File: config.mk
export PLATFORM = sky130hd
export DESIGN_NAME = pcp_ctrl
export DESIGN_NICKNAME = d
export VERILOG_FILES = /design/src/hdl/pcp_pkg.sv /design/src/hdl/pcp_ctrl.sv
export SDC_FILE = /design/constraint.sdc
export NUM_CORES = 1
export LEC_CHECK = 0
export ABC_AREA = 1
export BUFFER_PORTS_ARGS = -buffer_cell sky130_fd_sc_hd__buf_2
export CAP_MARGIN = 5
export CORE_AREA = 4 4 41 43
export DETAILED_ROUTE_END_ITERATION = 16
export DIE_AREA = 0 0 45 47
export GPL_TIMING_DRIVEN = 0
export PLACE_DENSITY_LB_ADDON = 0.25
export SLEW_MARGIN = 20
export SYNTH_ARGS = -nofsm -noshare
export SYNTH_HDL_FRONTEND = slang
export SYNTH_SLANG_ARGS = --single-unit
File: constraint.sdc
create_clock -name clk -period 0.9 [get_ports clk]
set_input_delay 0.09 -clock clk [delete_from_list [all_inputs] [get_ports clk]]
set_output_delay 0.09 -clock clk [all_outputs]
set_load 0.01 [all_outputs]
File: src/hdl/pcp_pkg.sv
`default_nettype none
package pcp_pkg;

  // request and result field widths
  localparam int TargetW = 9;
  localparam int CountW  = 64;

  // memo table geometry
  localparam int MaxTargetPlusOne = 256;
  localparam int AddrW = $clog2(MaxTargetPlusOne);
  // pentagonal offsets can run a little past the largest index
  localparam int GenW  = AddrW + 2;
  // width for comparing a target magnitude against table indexes
  localparam int CmpW  = TargetW + AddrW;

  localparam logic [CountW-1:0] OutOfRangeCode = {CountW{1'b1}};

  // controller to datapath commands
  typedef struct packed {
    logic load;     // capture the request
    logic start_m;  // begin filling the next table entry
    logic rd_g1;    // read p(m - g1)
    logic rd_g2;    // read p(m - g2)
    logic acc;      // add or subtract the read value into the sum
    logic step_k;   // advance to the next pentagonal pair
    logic write_m;  // store the finished sum as p(m)
    logic rd_tgt;   // read p(target)
    logic put;      // load the result register
  } pcp_cmd_t;

  // datapath to controller status
  typedef struct packed {
    logic tgt_neg;
    logic tgt_big;
    logic need_fill;
    logic term_done;
    logic g2_in;
    logic out_free;
  } pcp_stat_t;

endpackage
`default_nettype wire

File: src/hdl/pcp_ctrl.sv
`default_nettype none
module pcp_ctrl import pcp_pkg::*; (
  input  wire logic      clk,
  input  wire logic      rst,
  input  wire logic      in_valid,
  output logic           in_ready,
  input  wire pcp_stat_t stat,
  output pcp_cmd_t       cmd
);

  localparam logic [2:0] S_IDLE  = 3'd0;
  localparam logic [2:0] S_CHECK = 3'd1;
  localparam logic [2:0] S_NEXT  = 3'd2;
  localparam logic [2:0] S_TERM  = 3'd3;
  localparam logic [2:0] S_A1    = 3'd4;
  localparam logic [2:0] S_A2    = 3'd5;
  localparam logic [2:0] S_PUT   = 3'd6;

  logic [2:0] state;
  logic [2:0] state_next;

  assign in_ready = (state == S_IDLE);

  // next state and commands
  always_comb begin
    state_next = state;
    cmd        = '0;
    unique case (state)
      S_IDLE: begin
        if (in_valid) begin
          cmd.load   = 1'b1;
          state_next = S_CHECK;
        end
      end
      S_CHECK: begin
        if (stat.tgt_neg || stat.tgt_big) begin
          state_next = S_PUT;
        end else begin
          state_next = S_NEXT;
        end
      end
      S_NEXT: begin
        if (stat.need_fill) begin
          cmd.start_m = 1'b1;
          state_next  = S_TERM;
        end else begin
          cmd.rd_tgt = 1'b1;
          state_next = S_PUT;
        end
      end
      S_TERM: begin
        if (stat.term_done) begin
          cmd.write_m = 1'b1;
          state_next  = S_NEXT;
        end else begin
          cmd.rd_g1  = 1'b1;
          state_next = S_A1;
        end
      end
      S_A1: begin
        cmd.acc    = 1'b1;
        cmd.rd_g2  = 1'b1;
        state_next = S_A2;
      end
      S_A2: begin
        cmd.acc    = stat.g2_in;
        cmd.step_k = 1'b1;
        state_next = S_TERM;
      end
      S_PUT: begin
        if (stat.out_free) begin
          cmd.put    = 1'b1;
          state_next = S_IDLE;
        end
      end
      default: begin
        state_next = S_IDLE;
      end
    endcase
  end

  always_ff @(posedge clk) begin
    if (rst) begin
      state <= S_IDLE;
    end else begin
      state <= state_next;
    end
  end

endmodule
`default_nettype wire

==> flow_summary.json <==
{
  "p_per_area_mw_per_mm2": 3140,
  "die_w_um": 45,
  "grt_max_degree": 11,
  "fin_ws_ps": -258,
  "r2r_end": "state[0]$_SDFFE_PP0P_",
  "fillers": 161,
  "start_util_pct": 22.1,
  "place_hpwl_um": 659,
  "overflow": 0,
  "synth_area_leaders": "dfxtp_1 (21%), inv_1 (20%), nand2_1 (17%)",
  "cts_made_buffers": 3,
  "status": "finished, violations left",
  "cts_htree_levels": 1,
  "critPathKind": "reg2out",
  "drive_above_1_share_pct": 58.0,
  "gp_congestion": 0.707,
  "reg_top3": "state (3)",
  "synth_cell_types": 12,
  "drtIter0Drc": 7,
  "hp-class": "in2reg",
  "dieArea_mm2": 0.00212,
  "syn_inst": 55,
  "grt.total_usage_pct": 8.46,
  "die_y_um": 47,
  "cts_root_buffer": "clkbuf_4",
  "yosysTopAreaCellShare_pct": 20.9,
  "diodes": 0,
  "crit_required_ps": 810,
  "tightestPinTransition_ps": 175,
  "routed_wl_um": 898,
  "violations": "negative setup slack",
  "slew_violations": 0,
  "min_path_cells": 2,
  "yosys_warnings": 0,
  "r2r_slack_ps": -180,
  "grt_antenna_before_repair": 0,
  "crit_fanout": 10,
  "synth_edf_count": 0,
  "fmax_mhz": 863,
  "synth-main-ff-cell": "dfxtp_1",
  "rsz0062_at_grt": "true",
  "register_area_um2": 71.3,
  "setup_viol": 13,
  "peakVddDrop_mv": 1.67,
  "final_nets": 91,
  "rows": 13,
  "syn_area_per_cell_um2": 5.23,
  "end_kind": "output pin",
  "drc": 0,
  "min_to": "state[2]$_SDFFE_PP0P_",
  "io_pins": 19,
  "fin_cells": 96,
  "min-delay-start": "rst",
  "syn-cell-area_um2": 288,
  "dp.cells": 88,
  "ys_ff_latch": 3,
  "ant_nets": 0,
  "grt_pass1_wl_um": 1340,
  "start_kind": "flop",
  "clkLatencyLatePin_ps": 230,
  "post-route-period-util_pct": 129,
  "cts_sinks": 3,
  "yosysMostFrequentCell": "inv_1",
  "clkTransAtPathRegs_ps": 40,
  "cts_tree": "yes",
  "grt_pass1_vias": 332,
  "reg2reg_depth": 6,
  "area_growth_pct": 92.6,
  "whs_ps": 19.9,
  "synth_top_cells_by_count": "inv_1 (15), nand2_1 (13), nor2_1 (12)",
  "slowest_stage": "dfxtp_4",
  "hold_viol_final": 0,
  "coreArea_mm2": 0.00130,
  "viasPerCell": 4.19,
  "slowest_delay_ps": 390,
  "dr_total_vias": 402,
  "cap_violations": 0,
  "ctsHoldBuffers": 0,
  "synth_nets": 64,
  "finalPower_mw": 1.74,
  "ys_seq_area_share_pct": 20.9,
  "drtPass1Iterations": 4,
  "power_leakage_nw": 0.342,
  "multiInputGateArea_um2": 230,
  "async_flop_share_pct": 0,
  "synth_top_cell_by_area": "dfxtp_1",
  "drt-wirelength-per-cell_um": 9.35,
  "cp.arrival_ps": 1070,
  "max_slew_margin_pct": 88.3,
  "r2r_start": "state[2]$_SDFFE_PP0P_",
  "largest_register": "state",
  "post-place-ws_ps": -99.0,
  "clock_path_buffers": 2,
  "largest_reg_flops": 3,
  "worstPathCellList": "nor3_4 > nand2_2 > inv_2 > buf_6",
  "port_buffers": 18,
  "fin_skew_ps": 1.32,
  "min_period_ps": 1160
}
[layout make-up]
cell class | instances | share of cell area [%]
clock buffer | 4 | 4.74
inverter | 17 | 12.0
multi-input combinational | 34 | 41.5
sequential | 3 | 12.9
tap | 15 | 3.39
timing repair buffer | 23 | 25.5
[what timing repair did]
| action | CTS | global route |
|---|---|---|
| buffers inserted | 3 | 2 |
| resized for setup | 9 | 18 |
| endpoints found under the setup margin | 13 | 13 |
| pin swaps | 3 | 7 |
[worst max path at each step]
stage	slack (ps)	cells after the start	endpoint	startpoint
floorplan	3	6	state[1]$_SDFFE_PP0P_	state[2]$_SDFFE_PP0P_
global placement	-100	4	state[0]$_SDFFE_PP0P_	state[0]$_SDFFE_PP0P_
detailed placement	-100	4	state[0]$_SDFFE_PP0P_	state[1]$_SDFFE_PP0P_
CTS	-270	5	cmd[7]	state[1]$_SDFFE_PP0P_
global route	-320	4	cmd[7]	state[2]$_SDFFE_PP0P_
finish	-260	4	cmd[7]	state[2]$_SDFFE_PP0P_
[layer usage]
layer	track usage, %	up-vias	wire length (µm)
met2	14.1	11	483
li1	-	215	-
met5	0	-	0
met3	3.45	0	53
met4	0	0	0
met1	10.9	176	362
[worst max-delay path: cells and delay by family (launching register included)]
family	cells	cell delay, ps
flops	1	390
simple gates	2	310
buf+inv	2	140
[logic make-up (layout without fill, tap and decap cells)]
kind of cell           count (synthesis)  after routing  synth area share, %
and+or+nand+nor                       32             32                 48.7
AOI/OAI and AO/OA                      2              2                 4.35
buffers and inverters                 18             44                 26.1
DFF                                    3              3                 20.9
[stage by stage]
step	setup TNS, ps	cell area (µm²)	util [%]
2_1_floorplan	0	303	-
3_3_place_gp	-317	412	31.6
3_5_place_dp	-353	412	31.6
4_1_cts	-2500	482	37.0
5_1_grt	-3300	554	42.6
6_report	-2410	554	42.6
[cell usage in the layout, fill, tap and decap left out, types with 3 or more instances in the layout]
| cell type | Yosys | layout |
|---|---|---|
| nor2_1 | 12 | 8 |
| buf_4 | 0 | 3 |
| nand2_2 | 0 | 4 |
| buf_2 | 0 | 17 |
| dfxtp_4 | 0 | 3 |
| buf_6 | 1 | 3 |
| nand2_1 | 13 | 7 |
| nor2_4 | 0 | 3 |
| clkbuf_4 | 0 | 3 |
| inv_1 | 15 | 14 |
[where the power goes]
part           leakage, nW  switching (mW)  internal, mW
logic                0.300           0.579         0.492
registers           0.0267           0.203         0.237
clock network       0.0150          0.0648         0.166
total                0.342           0.847         0.895
(Power assumes the default switching activity.)
